[config.mk]
export PLATFORM = sky130hd
export DESIGN_NAME = mandelbrot_escape_pixel_core
export DESIGN_NICKNAME = d
export VERILOG_FILES = /design/src/rtl/core/mep_pkg.sv /design/src/rtl/core/mandelbrot_escape_pixel_core.sv
export SDC_FILE = /design/constraint.sdc
export NUM_CORES = 2
export LEC_CHECK = 0
export BUFFER_PORTS_ARGS = -buffer_cell sky130_fd_sc_hd__clkbuf_2
export CAP_MARGIN = 20
export CORE_MARGIN = 3
export CORE_UTILIZATION = 55
export DETAILED_ROUTE_END_ITERATION = 10
export GPL_TIMING_DRIVEN = 1
export PLACE_DENSITY = 0.71
export REMOVE_ABC_BUFFERS = 1
export SLEW_MARGIN = 40
export SYNTH_ARGS = -nofsm -noshare
export SYNTH_HDL_FRONTEND = slang
export SYNTH_SLANG_ARGS = --single-unit
[constraint.sdc]
create_clock -name clk -period 27.3 [get_ports clk]
set_input_delay 5.46 -clock clk [delete_from_list [all_inputs] [get_ports clk]]
set_output_delay 5.46 -clock clk [all_outputs]
set_load 0.1 [all_outputs]
[src/rtl/core/mep_pkg.sv]
// shared types and constants for the escape-time pixel core
// no dependencies
package mep_pkg;

	localparam int FRAC_BITS_DEF = 28;
	localparam int COORD_BITS    = 12;
	localparam int ITER_BITS     = 16;
	localparam int SIZE_BITS     = 13;
	localparam int CFG_DATA_BITS = 32;
	localparam int CFG_IDX_BITS  = 3;

	localparam logic [CFG_IDX_BITS-1:0] REG_IMAGE_WIDTH  = 3'd0;
	localparam logic [CFG_IDX_BITS-1:0] REG_IMAGE_HEIGHT = 3'd1;
	localparam logic [CFG_IDX_BITS-1:0] REG_ZOOM_FACTOR  = 3'd2;
	localparam logic [CFG_IDX_BITS-1:0] REG_CENTER_RE    = 3'd3;
	localparam logic [CFG_IDX_BITS-1:0] REG_CENTER_IM    = 3'd4;
	localparam logic [CFG_IDX_BITS-1:0] REG_ITER_LIMIT   = 3'd5;

	typedef struct packed {
		logic [COORD_BITS-1:0] pixel_x;
		logic [COORD_BITS-1:0] pixel_y;
	} pix_in_t;

	typedef struct packed {
		logic [COORD_BITS-1:0] out_x;
		logic [COORD_BITS-1:0] out_y;
		logic [23:0]           pixel_rgb;
	} pix_out_t;

endpackage

[src/rtl/core/mandelbrot_escape_pixel_core.sv]
// mandelbrot escape-time pixel core: maps a pixel to c, iterates z = z*z + c, colors it
// one shared multiplier and one restoring divide step under a one-hot sequencer
// depends on mep_pkg
// a saturated mapping skips its divide
// one pixel in flight: the next word is taken only once idle and out_valid has dropped
// each escape iteration steps IT_UPD, IT_XX, IT_YY, IT_CHK: three products, one multiplier
// each axis mapping takes FRAC_BITS+4 divide steps, the color division ten steps
// arst_n clears the sequencer and output valid and loads the register defaults
module mandelbrot_escape_pixel_core #(
	parameter int FRAC_BITS = mep_pkg::FRAC_BITS_DEF
) (
	input  logic                                clk,
	input  logic                                arst_n,
	input  logic                                cfg_wr_en,
	input  logic [mep_pkg::CFG_IDX_BITS-1:0]    cfg_index,
	input  logic [mep_pkg::CFG_DATA_BITS-1:0]   cfg_data,
	input  logic                                in_valid,
	output logic                                in_stall,
	input  mep_pkg::pix_in_t                    in_word,
	output logic                                out_valid,
	input  logic                                out_stall,
	output mep_pkg::pix_out_t                   out_word
);
	import mep_pkg::*;

	localparam int W      = FRAC_BITS + 4;
	localparam int MUL_W  = (W > 32) ? W : 32;
	localparam int P_W    = 2 * MUL_W;
	localparam int DEN_W  = 32 + SIZE_BITS;
	localparam int REM_W  = DEN_W + 1;
	localparam int COL_QB = 10;
	localparam int CNT_W  = $clog2(W + 1);
	localparam int UP_SH  = (FRAC_BITS >= 28) ? FRAC_BITS - 28 : 0;
	localparam int DN_SH  = (FRAC_BITS >= 28) ? 0 : 28 - FRAC_BITS;
	localparam int DVD_W  = ITER_BITS + 9;

	localparam logic [W-1:0] FMT_MAX = {1'b0, {(W-1){1'b1}}};
	localparam logic [W-1:0] FMT_MIN = {1'b1, {(W-1){1'b0}}};
	localparam logic [W-1:0] FOUR    = W'(64'd4 << FRAC_BITS);

	typedef enum logic [11:0] {
		ST_IDLE     = 12'b000000000001,
		ST_DEN      = 12'b000000000010,
		ST_CHK      = 12'b000000000100,
		ST_DIV      = 12'b000000001000,
		ST_MAP_FIN  = 12'b000000010000,
		ST_IT_XY    = 12'b000000100000,
		ST_IT_UPD   = 12'b000001000000,
		ST_IT_XX    = 12'b000010000000,
		ST_IT_YY    = 12'b000100000000,
		ST_IT_CHK   = 12'b001000000000,
		ST_COL_INIT = 12'b010000000000,
		ST_COL_FIN  = 12'b100000000000
	} state_t;

	function automatic logic [W-1:0] sat_add(input logic [W-1:0] a, input logic [W-1:0] b);
		logic [W:0] s;
		s = {a[W-1], a} + {b[W-1], b};
		if (s[W] != s[W-1])
			return s[W] ? FMT_MIN : FMT_MAX;
		return s[W-1:0];
	endfunction

	function automatic logic [W-1:0] sat_sub(input logic [W-1:0] a, input logic [W-1:0] b);
		logic [W:0] s;
		s = {a[W-1], a} - {b[W-1], b};
		if (s[W] != s[W-1])
			return s[W] ? FMT_MIN : FMT_MAX;
		return s[W-1:0];
	endfunction

	function automatic logic [MUL_W-1:0] mag(input logic [W-1:0] v);
		logic [W-1:0] m;
		m = v[W-1] ? (~v + W'(1)) : v;
		return MUL_W'(m);
	endfunction

	function automatic logic [W-1:0] qmul(input logic [P_W-1:0] p, input logic neg);
		logic [P_W-1:0] hi;
		logic [P_W-1:0] q1;
		logic           inexact;
		hi      = p >> FRAC_BITS;
		inexact = (p & ((P_W'(1) << FRAC_BITS) - P_W'(1))) != '0;
		if (!neg) begin
			if (hi > P_W'(FMT_MAX))
				return FMT_MAX;
			return hi[W-1:0];
		end
		q1 = hi + P_W'(inexact);
		if (q1 > P_W'(FMT_MIN))
			return FMT_MIN;
		return ~q1[W-1:0] + W'(1);
	endfunction

	function automatic logic [W-1:0] center_fmt(input logic [31:0] c);
		logic signed [95:0] e;
		e = 96'(signed'(c));
		e = (e <<< UP_SH) >>> DN_SH;
		return e[W-1:0];
	endfunction

	// configuration registers
	logic [SIZE_BITS-1:0] width_q, height_q;
	logic [31:0]          zoom_q, cen_re_q, cen_im_q;
	logic [ITER_BITS-1:0] lim_q;

	always_ff @(posedge clk or negedge arst_n) begin
		if (!arst_n) begin
			width_q  <= SIZE_BITS'(800);
			height_q <= SIZE_BITS'(800);
			zoom_q   <= 32'd65536;
			cen_re_q <= '0;
			cen_im_q <= '0;
			lim_q    <= ITER_BITS'(100);
		end else if (cfg_wr_en) begin
			case (cfg_index)
				REG_IMAGE_WIDTH:  width_q  <= cfg_data[SIZE_BITS-1:0];
				REG_IMAGE_HEIGHT: height_q <= cfg_data[SIZE_BITS-1:0];
				REG_ZOOM_FACTOR:  zoom_q   <= cfg_data;
				REG_CENTER_RE:    cen_re_q <= cfg_data;
				REG_CENTER_IM:    cen_im_q <= cfg_data;
				REG_ITER_LIMIT:   lim_q    <= cfg_data[ITER_BITS-1:0];
				default: ;
			endcase
		end
	end

	state_t                st_q;
	logic                  axis_q, mode_col_q;
	logic [CNT_W-1:0]      cnt_q;
	logic [COORD_BITS-1:0] px_q, py_q;
	logic [P_W-1:0]        prod_q;
	logic [DEN_W-1:0]      den_q;
	logic [REM_W-1:0]      rem_q;
	logic [W-1:0]          quo_q;
	logic [COL_QB-1:0]     dvd_q;
	logic                  zero_q, ovf_q, neg_q, nz_q;
	logic [W-1:0]          cre_q, cim_q, zx_q, zy_q, xx_q, yy_q;
	logic [ITER_BITS:0]    i_q;
	logic                  out_valid_q;
	pix_out_t              out_q;

	logic [MUL_W-1:0]     mul_a, mul_b;
	logic [SIZE_BITS-1:0] size_sel;
	logic [COORD_BITS-1:0] pix_sel;
	logic [SIZE_BITS:0]   num;
	logic [SIZE_BITS-1:0] num_mag;
	logic [REM_W-1:0]     num_sh;
	logic [REM_W-1:0]     r2;
	logic                 ge;
	logic [W-1:0]         q1_pos;
	logic [W:0]           q1_neg;
	logic [W-1:0]         term, off, mapped;
	logic [W-1:0]         xy, nx, ny, yy_new, mag2;
	logic                 esc;
	logic [DVD_W-1:0]     dvd;
	logic [9:0]           color;
	logic                 in_acc;

	assign in_acc   = in_valid && !in_stall;
	assign in_stall = (st_q != ST_IDLE) || out_valid_q;

	always_comb begin
		size_sel = axis_q ? height_q : width_q;
		pix_sel  = axis_q ? py_q : px_q;
		num      = {1'b0, pix_sel, 1'b0} - {1'b0, size_sel};
		num_mag  = num[SIZE_BITS] ? SIZE_BITS'(~num + 1'b1) : num[SIZE_BITS-1:0];
		num_sh   = REM_W'({num_mag, 12'b0});
		off      = axis_q ? center_fmt(cen_im_q) : center_fmt(cen_re_q);
	end

	// shared multiplier operands
	always_comb begin
		case (st_q)
			ST_DEN: begin
				mul_a = MUL_W'(zoom_q);
				mul_b = MUL_W'(size_sel);
			end
			ST_IT_XY, ST_IT_CHK: begin
				mul_a = mag(zx_q);
				mul_b = mag(zy_q);
			end
			ST_IT_XX: begin
				mul_a = mag(zx_q);
				mul_b = mag(zx_q);
			end
			ST_IT_YY: begin
				mul_a = mag(zy_q);
				mul_b = mag(zy_q);
			end
			default: begin
				mul_a = '0;
				mul_b = '0;
			end
		endcase
	end

	always_ff @(posedge clk) begin
		prod_q <= mul_a * mul_b;
	end

	// divide step, mapping term and iteration math
	always_comb begin
		r2     = {rem_q[REM_W-2:0], dvd_q[COL_QB-1]};
		ge     = r2 >= {1'b0, den_q};
		q1_pos = quo_q;
		q1_neg = {1'b0, quo_q} + (W+1)'(rem_q != '0);
		if (zero_q)
			term = nz_q ? (neg_q ? FMT_MIN : FMT_MAX) : '0;
		else if (ovf_q)
			term = neg_q ? FMT_MIN : FMT_MAX;
		else if (!neg_q)
			term = q1_pos[W-1] ? FMT_MAX : q1_pos;
		else
			term = (q1_neg > (W+1)'(FMT_MIN)) ? FMT_MIN : (~q1_neg[W-1:0] + W'(1));
		mapped = sat_add(term, off);
		xy     = qmul(prod_q, zx_q[W-1] ^ zy_q[W-1]);
		nx     = sat_add(sat_sub(xx_q, yy_q), cre_q);
		ny     = sat_add(sat_add(xy, xy), cim_q);
		yy_new = qmul(prod_q, 1'b0);
		mag2   = sat_add(xx_q, yy_new);
		esc    = $signed(mag2) > $signed(FOUR);
		dvd    = (DVD_W'(i_q) << 8) - DVD_W'(i_q);
		color  = quo_q[COL_QB-1:0];
	end

	// sequencer
	always_ff @(posedge clk or negedge arst_n) begin
		if (!arst_n) begin
			st_q        <= ST_IDLE;
			axis_q      <= 1'b0;
			mode_col_q  <= 1'b0;
			cnt_q       <= '0;
			out_valid_q <= 1'b0;
		end else begin
			if (out_valid_q && !out_stall)
				out_valid_q <= 1'b0;
			case (st_q)
				ST_IDLE: begin
					if (in_acc) begin
						axis_q <= 1'b0;
						st_q   <= ST_DEN;
					end
				end
				ST_DEN: st_q <= ST_CHK;
				ST_CHK: begin
					mode_col_q <= 1'b0;
					cnt_q      <= CNT_W'(W);
					if (prod_q[DEN_W-1:0] == '0 || num_sh >= REM_W'(prod_q[DEN_W-1:0]))
						st_q <= ST_MAP_FIN;
					else
						st_q <= ST_DIV;
				end
				ST_DIV: begin
					cnt_q <= cnt_q - 1'b1;
					if (cnt_q == CNT_W'(1))
						st_q <= mode_col_q ? ST_COL_FIN : ST_MAP_FIN;
				end
				ST_MAP_FIN: begin
					if (!axis_q) begin
						axis_q <= 1'b1;
						st_q   <= ST_DEN;
					end else if (lim_q == '0) begin
						out_valid_q <= 1'b1;
						st_q        <= ST_IDLE;
					end else begin
						st_q <= ST_IT_XY;
					end
				end
				ST_IT_XY:  st_q <= ST_IT_UPD;
				ST_IT_UPD: st_q <= ST_IT_XX;
				ST_IT_XX:  st_q <= ST_IT_YY;
				ST_IT_YY:  st_q <= ST_IT_CHK;
				ST_IT_CHK: begin
					if (esc || i_q == {1'b0, lim_q})
						st_q <= ST_COL_INIT;
					else
						st_q <= ST_IT_UPD;
				end
				ST_COL_INIT: begin
					mode_col_q <= 1'b1;
					cnt_q      <= CNT_W'(COL_QB);
					st_q       <= ST_DIV;
				end
				ST_COL_FIN: begin
					out_valid_q <= 1'b1;
					st_q        <= ST_IDLE;
				end
				default: st_q <= ST_IDLE;
			endcase
		end
	end

	// datapath registers
	always_ff @(posedge clk) begin
		case (st_q)
			ST_IDLE: begin
				if (in_acc) begin
					px_q <= in_word.pixel_x;
					py_q <= in_word.pixel_y;
				end
			end
			ST_CHK: begin
				den_q  <= prod_q[DEN_W-1:0];
				rem_q  <= num_sh;
				dvd_q  <= '0;
				quo_q  <= '0;
				zero_q <= prod_q[DEN_W-1:0] == '0;
				ovf_q  <= num_sh >= REM_W'(prod_q[DEN_W-1:0]);
				neg_q  <= num[SIZE_BITS];
				nz_q   <= num != '0;
			end
			ST_DIV: begin
				rem_q <= ge ? (r2 - {1'b0, den_q}) : r2;
				quo_q <= {quo_q[W-2:0], ge};
				dvd_q <= dvd_q << 1;
			end
			ST_MAP_FIN: begin
				if (axis_q)
					cim_q <= mapped;
				else
					cre_q <= mapped;
				zx_q <= '0;
				zy_q <= '0;
				xx_q <= '0;
				yy_q <= '0;
				i_q  <= (ITER_BITS+1)'(1);
				out_q.out_x     <= px_q;
				out_q.out_y     <= py_q;
				out_q.pixel_rgb <= '0;
			end
			ST_IT_UPD: begin
				zx_q <= nx;
				zy_q <= ny;
			end
			ST_IT_YY: xx_q <= qmul(prod_q, 1'b0);
			ST_IT_CHK: begin
				yy_q <= yy_new;
				if (!esc)
					i_q <= i_q + 1'b1;
			end
			ST_COL_INIT: begin
				rem_q <= REM_W'(dvd >> COL_QB);
				dvd_q <= dvd[COL_QB-1:0];
				den_q <= DEN_W'(lim_q);
				quo_q <= '0;
			end
			ST_COL_FIN: begin
				out_q.pixel_rgb <= {8'((color << 3) + color), 8'(color << 1),
					8'((color << 2) + color)};
			end
			default: ;
		endcase
	end

	assign out_valid = out_valid_q;
	assign out_word  = out_q;

	a_accept_starts: assert property (@(posedge clk) disable iff (!arst_n)
		in_acc |=> st_q == ST_DEN)
		else $error("accepted word did not start the mapping");
	a_accept_out_free: assert property (@(posedge clk) disable iff (!arst_n)
		in_acc |-> !out_valid_q)
		else $error("word accepted while a result was pending");
	a_div_count: assert property (@(posedge clk) disable iff (!arst_n)
		st_q == ST_DIV |-> cnt_q != '0)
		else $error("divide step with empty counter");
	a_out_source: assert property (@(posedge clk) disable iff (!arst_n)
		$rose(out_valid_q) |-> $past(st_q == ST_COL_FIN || st_q == ST_MAP_FIN))
		else $error("result raised outside the finish states");
endmodule
Word level (Yosys, flattened, before mapping)
Index checks and enable logic that the tools add are counted.
{"block": "totals", "regBits": 641, "inputBits": 64, "word_cells": 217}
{"block": "classes", "n_addsub": 20, "mul": 1, "n_lt_le_gt_ge": 6, "eq_ne": 29, "n_mux": 86, "bitwise_logic": 7, "n_reduce_logical": 36}
{"operator": "$mux 32", "count": 38}
{"operator": "$pmux 32 s2", "count": 5}
{"operator": "$pmux 32 s3", "count": 2}
{"operator": "$add 32x32->33", "count": 5}
{"operator": "$pmux 46 s3", "count": 1}
{"operator": "$pmux 12 s11", "count": 1}
{"operator": "$add 32x1->32 const B", "count": 4}
{"operator": "$not 32->32", "count": 4}
{"operator": "$pmux 45 s2", "count": 1}
{"operator": "$mul 32x32->64", "count": 1}
{"operator": "$reduce_bool 64->1", "count": 1}
{"operator": "$mux 12", "count": 4}
{"operator": "$pmux 24 s2", "count": 1}
{"operator": "$ge 46x45->1", "count": 1}
{"operator": "$mux 46", "count": 1}
{"operator": "$reduce_bool 46->1", "count": 1}
{"operator": "$sub 46x45->46", "count": 1}
{"operator": "$ge 25x45->1", "count": 1}
{"operator": "$logic_not 45->1", "count": 1}
{"operator": "$add 36x1->37", "count": 1}
{"operator": "$gt 37x32->1 const B", "count": 1}
{"operator": "$gt 36x31->1 const B", "count": 1}
{"operator": "$pmux 17 s2", "count": 1}
{"operator": "$add 32x1->33", "count": 1}
{"operator": "53 further kinds", "count": 106}

Depth between registers and ports, before layout
{"block": "logic_depth", "depth_word": 17, "mapped_depth": 42, "ltp_nobuf": 39}

Worst setup path before layout
OpenSTA, ideal clock, no wires.
{"block": "synth_timing", "kind": "register to register", "start": "register zy_q[11]", "end": "register prod_q[62]", "setup_ns": 0.136, "arrival_time_ns": 10.296, "t_required_ns": 27.164, "setup_slack_ns": 16.868, "stages_incl_launch_ff": 36, "period_less_slack_ns": 10.432, "path_cell_list": "edfxtp_1 > or4_4 > or3_4 > or4_1 > or3_4 > or3_4 > o31ai_1 > xor2_1 > o221ai_2 > buf_2 > and2_1 > fa_1 > inv_1 > fa_1 > fa_1 > fa_1 > inv_1 > fa_1 > fa_1 > fa_1 > inv_1 > fa_1 > inv_1 > ha_1 > clkbuf_1 > a21o_1 > a211oi_1 > o21ai_0 > a2111oi_0 > a21oi_1 > o21ai_0 > a21boi_0 > a311o_1 > a21oi_1 > o41ai_1 > xor2_1"}
{"block": "synth_between", "elab_chain_len": 5, "word_cells_on_any_way": 6}
{"element": "from (decl)", "line": "mandelbrot_escape_pixel_core.sv:138", "text": "logic [W-1:0] cre_q, cim_q, zx_q, zy_q, xx_q, yy_q;"}
{"element": "from (signal assigned)", "line": "mandelbrot_escape_pixel_core.sv:334", "text": "zy_q <= ny;"}
{"element": "$not 32->32", "line": "mandelbrot_escape_pixel_core.sv:74", "text": "m = v[W-1] ? (~v + W'(1)) : v;"}
{"element": "$add 32x1->32", "line": "mandelbrot_escape_pixel_core.sv:74"}
{"element": "$mux 32 (*)", "line": "mandelbrot_escape_pixel_core.sv:74"}
{"element": "$pmux 32 s3", "line": "mandelbrot_escape_pixel_core.sv:174", "text": "case (st_q)"}
{"element": "$mul 32x32->64 (*)", "line": "mandelbrot_escape_pixel_core.sv:199", "text": "prod_q <= mul_a * mul_b;"}
{"element": "to (signal assigned)", "line": "mandelbrot_escape_pixel_core.sv:199"}
{"element": "to (decl)", "line": "mandelbrot_escape_pixel_core.sv:132", "text": "logic [P_W-1:0] prod_q;"}
Mark *: on every way between the ends. The rest lies on a longest branch, timed or not.
A chain may end at the register's enable or synchronous reset.

Final worst setup path
{"block": "layout_timing", "start": "register zx_q[3]", "end": "register prod_q[62]"}
{"block": "layout_between", "elab_chain_len": 5, "word_cells_on_any_way": 6}
{"element": "from (decl)", "line": "mandelbrot_escape_pixel_core.sv:138"}
{"element": "from (signal assigned)", "line": "mandelbrot_escape_pixel_core.sv:333", "text": "zx_q <= nx;"}
{"element": "$not 32->32", "line": "mandelbrot_escape_pixel_core.sv:74"}
{"element": "$add 32x1->32", "line": "mandelbrot_escape_pixel_core.sv:74"}
{"element": "$mux 32 (*)", "line": "mandelbrot_escape_pixel_core.sv:74"}
{"element": "$pmux 32 s3", "line": "mandelbrot_escape_pixel_core.sv:174"}
{"element": "$mul 32x32->64 (*)", "line": "mandelbrot_escape_pixel_core.sv:199"}
Marked as above.

==> flow_metrics.py <==
metrics = {
    "timing": {
        "period_minus_slack_ns": 12.24,
        "holdWs_ns": 0.450,
        "rsz0062_at_grt": "no",
        "setup_viol": 0,
        "worstMarginPinSlew_ns": 0.875,
        "finalSetupTns_ns": 0,
        "fin_crit_sh_pct": 44.8,
        "slew_viol_final": 0,
        "clock_skew_ns": 0.0267,
        "max_freq_ghz": 0.0817,
        "hold_violations": 0,
        "fin_ws_ns": 15.06,
        "slew-limit-headroom_pct": 40.0,
    },
    "worst_setup_path": {
        "max_stage_delay_ns": 0.73,
        "worstSetupEndpointType": "flop",
        "crit_top_cell": "fa_1",
        "crit_fanout": 11,
        "cp.arrival_ns": 12.77,
        "critPathLaunchType": "flop",
        "crit_slowest_cell": "o22a_1",
        "required_ns": 27.83,
        "path_class": "flop to flop",
        "r2r_setup_slack_ns": 15.06,
        "reg2regPathDepth": 34,
    },
    "synth": {
        "avgSynthCellArea_um2": 8.96,
        "synth_cells": 8522,
        "synth-compound-area-share_pct": 12.2,
        "ys_ff_latch": 635,
        "syn_area_um2": 76400,
        "yosys.area_share.simple_pct": 15.8,
        "synth_top_family_by_area": "adder cells",
        "synth_edf_count": 412,
        "synthXorXnorAreaFrac_pct": 5.09,
        "async_flop_share_pct": 25.0,
        "synth_fa_ha_area_share_pct": 32.5,
        "ys.flop_type": "edfxtp_1",
        "yosysUniqueCellTypes": 102,
        "ys_seq_area_share_pct": 23.1,
        "ys.warnings.count": 0,
        "synth_mux_area_share_pct": 3.13,
    },
    "cts": {
        "path_clk_slew_ns": 0.06,
        "cts_buffers": 69,
        "htreeDepth": 3,
        "cts_resized": 0,
        "cts_root_buf": "clkbuf_16",
        "post-cts-setup-buffers": 0,
        "tritoncts": "yes",
        "insertion_delay_ns": 0.66,
        "holdBufCountCts": 0,
        "clock-sinks": 635,
        "clock_path_buffers": 3,
    },
    "floorplan": {
        "num_rows": 136,
        "die_x_um": 379,
        "core_um2": 138000,
        "die_h_um": 379,
        "die-area_um2": 143000,
        "start_util_pct": 55.5,
        "ioPinCount": 114,
    },
    "route": {
        "drt_iter0_markers": 6992,
        "finalWirelength_um": 249000,
        "drc_errors": 0,
        "num_vias": 63500,
        "drtAntennaViolNets": 0,
        "first_pass_iters": 9,
        "routedWlPerCell_um": 24.2,
        "viasPerCell": 6.18,
    },
    "finish": {
        "area_growth_pct": 6.64,
        "multi_input_comb_area_um2": 53000,
        "seq_area_um2": 17600,
        "final_cell_mix": "inv_1 (1,193), nor2_1 (1,032), fa_1 (905), nand2_1 (840), ha_1 (526)",
        "layout_commonest_cell": "inv_1",
        "nFillCells": 11900,
        "utilization_pct": 59.2,
        "nets": 9917,
        "layout-drive-gt1-share_pct": 8.58,
    },
    "pwr": {
        "ir_worst_vdd_mv": 0.0521,
        "power_frac_seq_pct": 33.3,
        "clkPwrFrac_pct": 26.6,
        "p_leak_nw": 37.3,
        "power.density_nw_per_um2": 45.1,
        "pwr-share-comb_pct": 40.0,
        "swShare_pct": 39.0,
        "switchingPower_mw": 1.43,
        "intPower_mw": 2.24,
    },
    "place": {
        "gp_congestion": 1.02,
        "portBuffers": 112,
        "hpwl_um": 191000,
        "place_ws_ns": 15.16,
    },
    "global_route": {
        "antenna_found_initial": 12,
        "grt_use_total_pct": 34.9,
        "grt_pass1_wl_um": 379000,
        "grt_pass1_vias": 62900,
        "overflow": 0,
        "grt_max_degree": 102,
    },
    "worst_hold_path": {
        "hold_depth": 0,
        "hold_class": "flop to flop",
    },
    "status": {
        "status": "completed",
    },
    "flow_run": {
        "drv_cap": 0,
    },
}
## worst max-delay path, delay by kind of cell, from the launching register on
family | cells | cell delay, ns
AOI/OAI and AO/OA | 11 | 3.69
xor gates and xnor gates | 2 | 0.52
adders and majority gates | 9 | 4.46
buffers and inverters | 5 | 0.42
DFF | 1 | 0.46
and+or+nand+nor | 7 | 2.56
## power groups by stage
stage / sequential [mW] / clock, mW / combinational, mW
finish: 1.22 / 0.977 / 1.47
global route: 1.23 / 1.03 / 1.58
CTS: 1.22 / 0.989 / 1.43
detailed placement: 1.24 / 0 / 1.42
global placement: 1.24 / 0 / 1.39
floorplan: 1.22 / 0 / 0.950
## layer usage
metal  GRT usage (%)  part of all wire [%]  up-vias
li1                -                     -    28000
met1            46.9                    39    31300
met2            53.0                    44     3373
met3            8.51                    11      813
met4            16.9                   6.0       12
met5               0                 0.028        -
## registers in the layout, indices dropped and copies added (netlist names), 42 cells and up
register / flops
den_q: 45
prod_q: 64
rem_q: 46
out_word: 42
## cell usage after synthesis, drive strengths merged, types with 104 or more instances
master | n | area share (%)
nor2 | 1049 | 5.2
nor3 | 104 | 0.69
edfxtp | 412 | 16
inv | 1194 | 5.9
a21oi | 469 | 3.1
dfrtp | 148 | 4.8
mux2 | 185 | 2.7
fa | 905 | 24
o21ai | 301 | 2.0
xnor2 | 286 | 3.3
a21o | 139 | 1.4
clkbuf | 373 | 1.8
xor2 | 158 | 1.8
nand2 | 844 | 4.1
nand3 | 116 | 0.77
ha | 527 | 8.6
## metrics by stage
| stage | power [mW] | area (um^2) | instances |
|---|---|---|---|
| global route | 3.84 | 81400 | 10300 |
| floorplan | 2.17 | 74700 | 8095 |
| detailed placement | 2.66 | 79000 | 10100 |
| CTS | 3.64 | 81300 | 10300 |
| global placement | 2.63 | 78900 | 10100 |
| finish | 3.67 | 81400 | 10300 |
## area by class of cell
| type | instances | share of cell area (%) |
|---|---|---|
| Multi-Input combinational cell | 6263 | 65.1 |
| Sequential cell | 635 | 21.7 |
| Inverter | 1197 | 5.52 |
| Tap cell | 1794 | 2.76 |
| Clock buffer | 93 | 2.36 |
| Timing Repair Buffer | 255 | 2.10 |
| Clock inverter | 34 | 0.502 |
| Antenna cell | 3 | 0.00922 |
## final timing paths
check                      startpoint            to
setup / recovery              zx_q[3]    prod_q[62]
hold / removal                px_q[1]  out_word[37]
setup reg to reg              zx_q[3]    prod_q[62]
hold reg to reg               px_q[1]  out_word[37]
max in group asynchronous      arst_n        axis_q
min in group asynchronous      arst_n  cen_re_q[19]
## cells by family (layout without fill, tap and decap cells)
kind of cell / after synthesis / in the layout
and+or+nand+nor: 2689 / 2689
AOI/OAI and AO/OA: 1464 / 1464
other: 1 / 7
muxes: 216 / 216
xor gates and xnor gates: 444 / 444
adders and majority gates: 1446 / 1446
buffers and inverters: 1627 / 1579
DFF: 635 / 635
Note: power is estimated with default switching activity, not from simulation.
